$ cat src/rtl/core/clws_pkg.sv
// Shared types and constants for the character LCD write sequencer.
// Used by clws_ctrl, clws_datapath and char_lcd_write_sequencer.
// No dependencies.
package clws_pkg;

  // Operation codes carried on the input side.
  typedef enum logic [1:0] {
    OP_DATA    = 2'd0,
    OP_CMD     = 2'd1,
    OP_CURSOR  = 2'd2,
    OP_POWERUP = 2'd3
  } op_t;

  // Steps of the power-up command sequence.
  typedef enum logic [1:0] {
    STEP_FUNC  = 2'd0,
    STEP_DISP  = 2'd1,
    STEP_CLEAR = 2'd2
  } step_t;

  // Which hold time goes with an item.
  typedef enum logic [1:0] {
    HOLD_STROBE = 2'd0,
    HOLD_START  = 2'd1,
    HOLD_GAP1   = 2'd2,
    HOLD_GAP2   = 2'd3
  } hold_sel_t;

  localparam int unsigned HOLD_W   = 6;
  localparam int unsigned HOLD_MAX = 63;

  localparam logic [7:0] CMD_FUNC_8BIT = 8'h38;
  localparam logic [7:0] CMD_FUNC_4BIT = 8'h28;
  localparam logic [7:0] CMD_DISP_ON   = 8'h0C;
  localparam logic [7:0] CMD_CLEAR     = 8'h01;

  localparam logic [HOLD_W-1:0] GAP1_MS = 6'd1;
  localparam logic [HOLD_W-1:0] GAP2_MS = 6'd2;

  // The RW pin is always driven for a write.
  localparam logic RW_WRITE = 1'b0;

  // Controller to datapath commands.
  typedef struct packed {
    logic      load_in;
    logic      load_step;
    step_t     step;
    logic      emit;
    logic      en;
    logic      zero_bus;
    logic      nib_lo;
    hold_sel_t hold_sel;
    logic      last;
  } cmd_t;

  // Datapath to controller status.
  typedef struct packed {
    logic out_free;
    logic bus8;
  } stat_t;

endpackage

$ cat src/rtl/core/clws_ctrl.sv
// Controller state machine for the character LCD write sequencer.
// Walks the strobe, nibble and power-up steps and commands clws_datapath.
// Depends on clws_pkg.
module clws_ctrl (
  input  logic              clk,
  input  logic              rst,
  input  logic              in_valid,
  input  logic [1:0]        in_op,
  output logic              in_ready,
  input  clws_pkg::stat_t   stat,
  output clws_pkg::cmd_t    cmd
);
  import clws_pkg::*;

  typedef enum logic [4:0] {
    S_IDLE  = 5'b00001,
    S_START = 5'b00010,
    S_HI    = 5'b00100,
    S_LO    = 5'b01000,
    S_GAP   = 5'b10000
  } state_t;

  state_t state, state_next;
  logic   nib_lo, nib_lo_next;
  logic   pwr, pwr_next;
  step_t  step, step_next;

  // Control registers.
  always_ff @(posedge clk) begin
    if (rst) begin
      state  <= S_IDLE;
      nib_lo <= 1'b0;
      pwr    <= 1'b0;
      step   <= STEP_FUNC;
    end else begin
      state  <= state_next;
      nib_lo <= nib_lo_next;
      pwr    <= pwr_next;
      step   <= step_next;
    end
  end

  assign in_ready = (state == S_IDLE);

  // Next state and command decode. Every non-idle state emits one item and
  // waits while the output register is still occupied.
  always_comb begin
    state_next  = state;
    nib_lo_next = nib_lo;
    pwr_next    = pwr;
    step_next   = step;
    cmd         = '0;
    cmd.nib_lo  = nib_lo;
    cmd.step    = step;
    unique case (state)
      S_IDLE: begin
        if (in_valid) begin
          cmd.load_in = 1'b1;
          nib_lo_next = 1'b0;
          step_next   = STEP_FUNC;
          if (op_t'(in_op) == OP_POWERUP) begin
            pwr_next   = 1'b1;
            state_next = S_START;
          end else begin
            pwr_next   = 1'b0;
            state_next = S_HI;
          end
        end
      end
      S_START: begin
        if (stat.out_free) begin
          cmd.emit      = 1'b1;
          cmd.zero_bus  = 1'b1;
          cmd.hold_sel  = HOLD_START;
          cmd.load_step = 1'b1;
          cmd.step      = STEP_FUNC;
          nib_lo_next   = 1'b0;
          state_next    = S_HI;
        end
      end
      S_HI: begin
        if (stat.out_free) begin
          cmd.emit     = 1'b1;
          cmd.en       = 1'b1;
          cmd.hold_sel = HOLD_STROBE;
          state_next   = S_LO;
        end
      end
      S_LO: begin
        if (stat.out_free) begin
          cmd.emit     = 1'b1;
          cmd.hold_sel = HOLD_STROBE;
          if (!stat.bus8 && !nib_lo) begin
            // High nibble done; send the low nibble next.
            nib_lo_next = 1'b1;
            state_next  = S_HI;
          end else if (pwr && step != STEP_CLEAR) begin
            state_next = S_GAP;
          end else begin
            cmd.last   = 1'b1;
            state_next = S_IDLE;
          end
        end
      end
      S_GAP: begin
        if (stat.out_free) begin
          // Repeat the previous pin state, then load the next command byte.
          cmd.emit      = 1'b1;
          cmd.hold_sel  = (step == STEP_FUNC) ? HOLD_GAP1 : HOLD_GAP2;
          cmd.load_step = 1'b1;
          cmd.step      = step_t'(step + 2'd1);
          step_next     = step_t'(step + 2'd1);
          nib_lo_next   = 1'b0;
          state_next    = S_HI;
        end
      end
      default: begin
        state_next = S_IDLE;
      end
    endcase
  end

endmodule

$ cat src/rtl/core/clws_datapath.sv
// Datapath for the character LCD write sequencer: byte and RS registers,
// bus value selection, hold time selection, output register and bus mode.
// Depends on clws_pkg.
module clws_datapath #(
  parameter logic [5:0] START_HOLD  = 6'd50,
  parameter logic [5:0] STROBE_HOLD = 6'd1
) (
  input  logic             clk,
  input  logic             rst,
  input  logic             cfg_wr_en,
  input  logic             cfg_wr_data,
  input  logic [1:0]       in_op,
  input  logic [7:0]       in_byte,
  input  logic             in_row,
  input  logic [5:0]       in_col,
  input  clws_pkg::cmd_t   cmd,
  output clws_pkg::stat_t  stat,
  input  logic             out_ready,
  output logic             out_valid,
  output logic             out_rs,
  output logic             out_en,
  output logic [7:0]       out_bus,
  output logic [5:0]       out_hold,
  output logic             out_last
);
  import clws_pkg::*;

  logic       bus8;
  logic [7:0] byte_q;
  logic       rs_q;
  logic [7:0] bus_val;
  logic [5:0] hold_val;
  logic [7:0] step_byte;

  // Bus mode register.
  always_ff @(posedge clk) begin
    if (rst) begin
      bus8 <= 1'b0;
    end else if (cfg_wr_en) begin
      bus8 <= cfg_wr_data;
    end
  end

  // Command byte for each power-up step.
  always_comb begin
    case (cmd.step)
      STEP_FUNC:  step_byte = bus8 ? CMD_FUNC_8BIT : CMD_FUNC_4BIT;
      STEP_DISP:  step_byte = CMD_DISP_ON;
      default:    step_byte = CMD_CLEAR;
    endcase
  end

  // Byte being written and its register select level.
  always_ff @(posedge clk) begin
    if (cmd.load_in) begin
      rs_q   <= (op_t'(in_op) == OP_DATA);
      byte_q <= (op_t'(in_op) == OP_CURSOR) ? {1'b1, in_row, in_col} : in_byte;
    end else if (cmd.load_step) begin
      rs_q   <= 1'b0;
      byte_q <= step_byte;
    end
  end

  // Pin value: zero for the start item, else the whole byte in 8-bit mode, one nibble on bits 7:4 otherwise.
  always_comb begin
    if (cmd.zero_bus) begin
      bus_val = 8'h00;
    end else if (bus8) begin
      bus_val = byte_q;
    end else if (cmd.nib_lo) begin
      bus_val = {byte_q[3:0], 4'h0};
    end else begin
      bus_val = {byte_q[7:4], 4'h0};
    end
  end

  always_comb begin
    case (cmd.hold_sel)
      HOLD_STROBE: hold_val = STROBE_HOLD;
      HOLD_START:  hold_val = START_HOLD;
      HOLD_GAP1:   hold_val = GAP1_MS;
      default:     hold_val = GAP2_MS;
    endcase
  end

  // Output register: valid flag and payload.
  always_ff @(posedge clk) begin
    if (rst) begin
      out_valid <= 1'b0;
    end else if (cmd.emit) begin
      out_valid <= 1'b1;
    end else if (out_ready) begin
      out_valid <= 1'b0;
    end
  end

  always_ff @(posedge clk) begin
    if (cmd.emit) begin
      out_rs   <= cmd.zero_bus ? 1'b0 : rs_q;
      out_en   <= cmd.en;
      out_bus  <= bus_val;
      out_hold <= hold_val;
      out_last <= cmd.last;
    end
  end

  assign stat.out_free = !out_valid || out_ready;
  assign stat.bus8     = bus8;

endmodule

$ cat src/rtl/core/char_lcd_write_sequencer.sv
// Character LCD write sequencer, top level. Depends on clws_pkg, clws_ctrl
// and clws_datapath.
// After an item is accepted the controller moves to its start or high-nibble state, which
// emits the first pin-state item into the output register once that register is free.
// A new item is accepted only in idle, after the run's last pin-state item is emitted;
// output stalls hold the controller in its current state.
// Reset: synchronous, active high; the controller returns to idle, the output
// register empties and the bus mode returns to 4-bit.
module char_lcd_write_sequencer #(
  parameter int unsigned STARTUP_WAIT_MS = 50,
  parameter int unsigned STROBE_MS       = 1
) (
  input  logic        clk,
  input  logic        rst,
  input  logic        cfg_wr_en,
  input  logic        cfg_wr_data,    // bus_is_8bit
  input  logic        s_axis_tvalid,
  output logic        s_axis_tready,
  input  logic [15:0] s_axis_tdata,   // byte_value[7:0], row[8], col[14:9], zero[15]
  input  logic [1:0]  s_axis_tuser,   // op[1:0]
  output logic        m_axis_tvalid,
  input  logic        m_axis_tready,
  output logic [15:0] m_axis_tdata,   // rw[0], enable[1], data_bus[9:2], hold_ms[15:10]
  output logic        m_axis_tuser,   // rs[0]
  output logic        m_axis_tlast
);
  import clws_pkg::*;

  // Hold times saturate at the field maximum.
  localparam int unsigned START_SAT  =
    (STARTUP_WAIT_MS > HOLD_MAX) ? HOLD_MAX : STARTUP_WAIT_MS;
  localparam int unsigned STROBE_SAT =
    (STROBE_MS > HOLD_MAX) ? HOLD_MAX : STROBE_MS;
  localparam logic [5:0] START_HOLD  = START_SAT[5:0];
  localparam logic [5:0] STROBE_HOLD = STROBE_SAT[5:0];

  cmd_t       cmd;
  stat_t      stat;
  logic       out_en;
  logic [7:0] out_bus;
  logic [5:0] out_hold;

  clws_ctrl u_ctrl (
    .clk      (clk),
    .rst      (rst),
    .in_valid (s_axis_tvalid),
    .in_op    (s_axis_tuser),
    .in_ready (s_axis_tready),
    .stat     (stat),
    .cmd      (cmd)
  );

  clws_datapath #(
    .START_HOLD  (START_HOLD),
    .STROBE_HOLD (STROBE_HOLD)
  ) u_datapath (
    .clk         (clk),
    .rst         (rst),
    .cfg_wr_en   (cfg_wr_en),
    .cfg_wr_data (cfg_wr_data),
    .in_op       (s_axis_tuser),
    .in_byte     (s_axis_tdata[7:0]),
    .in_row      (s_axis_tdata[8]),
    .in_col      (s_axis_tdata[14:9]),
    .cmd         (cmd),
    .stat        (stat),
    .out_ready   (m_axis_tready),
    .out_valid   (m_axis_tvalid),
    .out_rs      (m_axis_tuser),
    .out_en      (out_en),
    .out_bus     (out_bus),
    .out_hold    (out_hold),
    .out_last    (m_axis_tlast)
  );

  // Output item packing.
  assign m_axis_tdata = {out_hold, out_bus, out_en, RW_WRITE};

  // The controller never overwrites an item that has not been taken.
  a_no_overwrite: assert property (@(posedge clk) disable iff (rst)
    cmd.emit |-> stat.out_free)
    else $error("item emitted into an occupied output register");

  // An accepted item keeps the input closed while its run is produced.
  a_busy_after_accept: assert property (@(posedge clk) disable iff (rst)
    (s_axis_tvalid && s_axis_tready) |=> !s_axis_tready)
    else $error("input reopened right after an accepted item");

  // A run never ends with the enable strobe high.
  a_last_enable_low: assert property (@(posedge clk) disable iff (rst)
    (m_axis_tvalid && m_axis_tdata[1]) |-> !m_axis_tlast)
    else $error("last item of a run has enable high");

  // Starting a run only happens with no emit in the same cycle.
  a_idle_no_emit: assert property (@(posedge clk) disable iff (rst)
    cmd.load_in |-> !cmd.emit)
    else $error("emit while loading a new item");

endmodule

$ cat config.mk
export PLATFORM = sky130hd
export DESIGN_NAME = char_lcd_write_sequencer
export DESIGN_NICKNAME = d
export VERILOG_FILES = /design/src/rtl/core/clws_pkg.sv /design/src/rtl/core/clws_ctrl.sv /design/src/rtl/core/clws_datapath.sv /design/src/rtl/core/char_lcd_write_sequencer.sv
export SDC_FILE = /design/constraint.sdc
export NUM_CORES = 1
export LEC_CHECK = 0
export BUFFER_PORTS_ARGS = -buffer_cell sky130_fd_sc_hd__clkbuf_2
export CAP_MARGIN = 0
export CORE_MARGIN = 4
export CORE_UTILIZATION = 40
export DETAILED_ROUTE_END_ITERATION = 8
export PLACE_DENSITY = 0.61
export SLEW_MARGIN = 20
export SYNTH_ARGS = -nofsm -noshare
export SYNTH_HDL_FRONTEND = slang
export SYNTH_SLANG_ARGS = --single-unit
$ cat constraint.sdc
create_clock -name clk -period 2.6 [get_ports clk]
set_clock_uncertainty 0.05 [all_clocks]
set_input_delay 0.52 -clock clk [delete_from_list [all_inputs] [get_ports clk]]
set_output_delay 0.52 -clock clk [all_outputs]
set_load 0.01 [all_outputs]
==> impl_metrics.csv <==
group,metric,value,unit
worst_hold_path,min_path_type,"flip-flop to flip-flop",
setup_path,r2r_cells,3,
pwr,p_per_area,748,mW/mm^2
clock_tree,cts_buffer_depth,2,
pwr,vdd_drop_max,0.000239,V
global_routing,grt_pass1_vias,1184,
logic_synthesis,ys_ff_latch,34,
timing,tns,0,ns
setup_path,arrival,1.48,ns
clock_tree,hold_buffers,0,
clock_tree,htreeDepth,2,
layout,multiInputGateArea,768,sq um
pwr,p_sw,455,uW
clock_tree,cts-resized-gates,0,
routing,wire_per_inst,13.1,microns
logic_synthesis,synth_top_area_share,0.386,
placed_design,dpl.hpwl,2640,microns
setup_path,worstSetupEndpointType,"output pin",
routing,remaining_drc_errors,0,
setup_path,critPathKind,"flip-flop to output pin",
logic_synthesis,synth_edf_count,23,
placed_design,gp_congestion,0.810,
placed_design,place_ws,0.558,ns
pwr,pwr-share-comb,0.237,
timing,finalHoldViolations,0,
routing,drt_iter0_drc,60,
floorplanning,coreArea,0.00435,sq mm
timing,worst_hold_slack,0.401,ns
placed_design,portBuffers,39,
layout,finalNetCount,237,
layout,finalNonFillerCells,264,
logic_synthesis,yosysMostFrequentCell,"edfxtp_1",
pwr,clkPwrFrac,0.293,
logic_synthesis,avgSynthCellArea,10.2,sq um
routing,viasPerCell,5.06,
timing,slew_headroom,0.638,
logic_synthesis,ys_top_cells_by_area,"edfxtp_1 (39%), dfxtp_1 (12%), mux2i_1 (6.1%)",
clock_tree,clk_pin_slew_worst_paths,0.06,ns
routing,dr.pass1.iters,4,
layout,fill_cells,429,
logic_synthesis,yosys-top-cells-count,"edfxtp_1 (23), nor2_1 (22), dfxtp_1 (11), mux2i_1 (11), inv_1 (9)",
logic_synthesis,synth-main-ff-cell,"edfxtp_1",
global_routing,antenna_found_initial,0,
clock_tree,cts_root_buffer,"clkbuf_8",
setup_path,cp_max_fo,16,
logic_synthesis,synth_seq_area_share,0.509,
setup_path,cp-endpoint,"s_axis_tready",
timing,drv_slew,0,
timing,rsz0062_at_grt,"false",
setup_path,worstPathRequired,2.03,ns
flow_run,drv_cap,0,
routing,postRouteAntennaNets,0,
global_routing,grt_pass1_wl,5580,microns
clock_tree,cts_buffers,5,
layout,diodes,0,
routing,via_count,1335,
status,status,"complete, no violations",
pwr,seqPwrFrac,0.470,
setup_path,r2r_slack,0.62,ns
floorplanning,dieArea,0.00561,sq mm
floorplanning,die-width,74.9,microns
timing,timing.final.ws_setup,0.551,ns
timing,clock.fmax,488,MHz
logic_synthesis,synth_area_leader_cell,"edfxtp_1",
floorplanning,die_h,74.9,microns
pwr,p_leak,0.000846,uW
floorplanning,start_util,0.411,
timing,period_share,0.788,
timing,worst_slew_pin_slew,0.543,ns
floorplanning,io-pin-count,44,
setup_path,startpoint,"u_ctrl.state[1]",
routing,met2_length,1520,microns
logic_synthesis,syn-cell-area,0.00179,sq mm
global_routing,track_usage,0.131,
pwr,swShare,0.289,
global_routing,grt_max_degree,17,
layout,regArea,911,sq um
routing,wl,3460,microns
clock_tree,clk-insertion-delay-late,0.28,ns
pwr,internal-power,1120,uW
layout,layout-drive-gt1-share,0.264,
worst_hold_path,hold_depth,2,
setup_path,reg2reg_from,"u_ctrl.state[0]",
clock_tree,clock-sinks,34,
floorplanning,row_count,24,
routing,wl_met3,260,microns
setup_path,crit_path_start_kind,"flip-flop",
logic_synthesis,yosys_warnings,0,
routing,top_layer_used,"met4",
timing,period_needed,2.05,ns
logic_synthesis,async_flop_share,0,
clock_tree,cts_tree,"done",
routing,wl_met1,1660,microns
logic_synthesis,synthCells,175,
logic_synthesis,synthDistinctLibCells,46,
clock_tree,cts_setup_buffers,0,
timing,finalSetupViolations,0,
global_routing,gr-total-overflow,0,
layout,area_delta_synth_final,17.4,%
setup_path,reg2reg_to,"u_datapath.byte_q[2]",
placed_design,place_inst,256,
[layer usage]
layer  track usage  vias up
met1         0.185      596
li1              -      692
met5             0        -
met3        0.0401        2
met2         0.191       45
met4        0.0415        0
[power groups by stage]
stage,clock network (uW),registers [uW],logic (uW)
after global routing,492,750,419
after CTS,468,739,375
after floorplan,0,721,303
after global placement,0,751,371
after detailed placement,0,751,374
final,461,740,372
[final cells by class]
cell class                      count  area share
Inverter                            9      0.0161
Timing Repair Buffer               42       0.104
Tap cell                           52      0.0310
Clock buffer                        6      0.0345
Clock inverter                      2      0.0161
Sequential cell                    34       0.433
Multi-Input combinational cell    119       0.365
[flip-flops by register name, indices dropped and copies added, names as in the netlist]
register,count
u_datapath.rs_q,1
u_datapath.out_rs,1
u_ctrl.state,5
u_datapath.bus8,1
u_datapath.out_en,1
u_datapath.out_valid,1
u_ctrl.pwr,1
u_datapath.byte_q,8
u_datapath.out_last,1
u_datapath.out_hold,3
u_datapath.out_bus,8
u_ctrl.nib_lo,1
u_ctrl.step,2
[per-stage QoR]
stage	area (sq um)	utilization	total power (uW)
detailed placement	2000	0.458	1120
global placement	2000	0.458	1120
CTS	2100	0.483	1580
floorplan	1800	-	1020
global route	2100	0.483	1660
finish	2100	0.483	1570
[layout by cell type, fill, tap and decap left out, types with 2 or more instances in the layout]
cell type / instances
edfxtp_1: 23
ha_1: 2
nor2_1: 22
o21ai_1: 2
nand2_1: 7
nor3_1: 5
inv_1: 9
a31oi_1: 3
mux2i_1: 11
o21a_1: 2
o211ai_1: 3
clkbuf_2: 39
and2_1: 2
nand4_1: 3
a211oi_2: 2
and3_1: 4
buf_4: 3
clkbuf_8: 5
nand2b_1: 2
dfxtp_1: 11
nand3b_1: 2
conb_1: 3
nand3_1: 6
nor2b_1: 8
o21ai_0: 7
a21oi_1: 4
[critical path, cell delays in order (launching register included)]
cell      delay (ns)
dfxtp_1         0.48
nor3_4          0.38
nand3_2         0.14
inv_1           0.08
clkbuf_2        0.12
[how the worst min path moves through the flow]
stage                          start          to  slack [ns]
after global placement    u_ctrl.pwr  u_ctrl.pwr        0.39
after floorplan           u_ctrl.pwr  u_ctrl.pwr        0.38
after CTS                 u_ctrl.pwr  u_ctrl.pwr        0.40
final                     u_ctrl.pwr  u_ctrl.pwr        0.40
after global routing      u_ctrl.pwr  u_ctrl.pwr        0.44
after detailed placement  u_ctrl.pwr  u_ctrl.pwr        0.39
[cells by family (layout without fill, tap and decap cells)]
family	Yosys count	count (layout)	share of synthesized area
simple gates	70	70	0.214
flops	34	34	0.509
buf+inv	24	59	0.0664
other cells	1	3	0.00209
mux	12	12	0.0678
compound gates	30	30	0.117
xor+xnor	2	2	0.00979
fa+ha+maj	2	2	0.0140
Note: power is estimated with default switching activity, not from simulation.
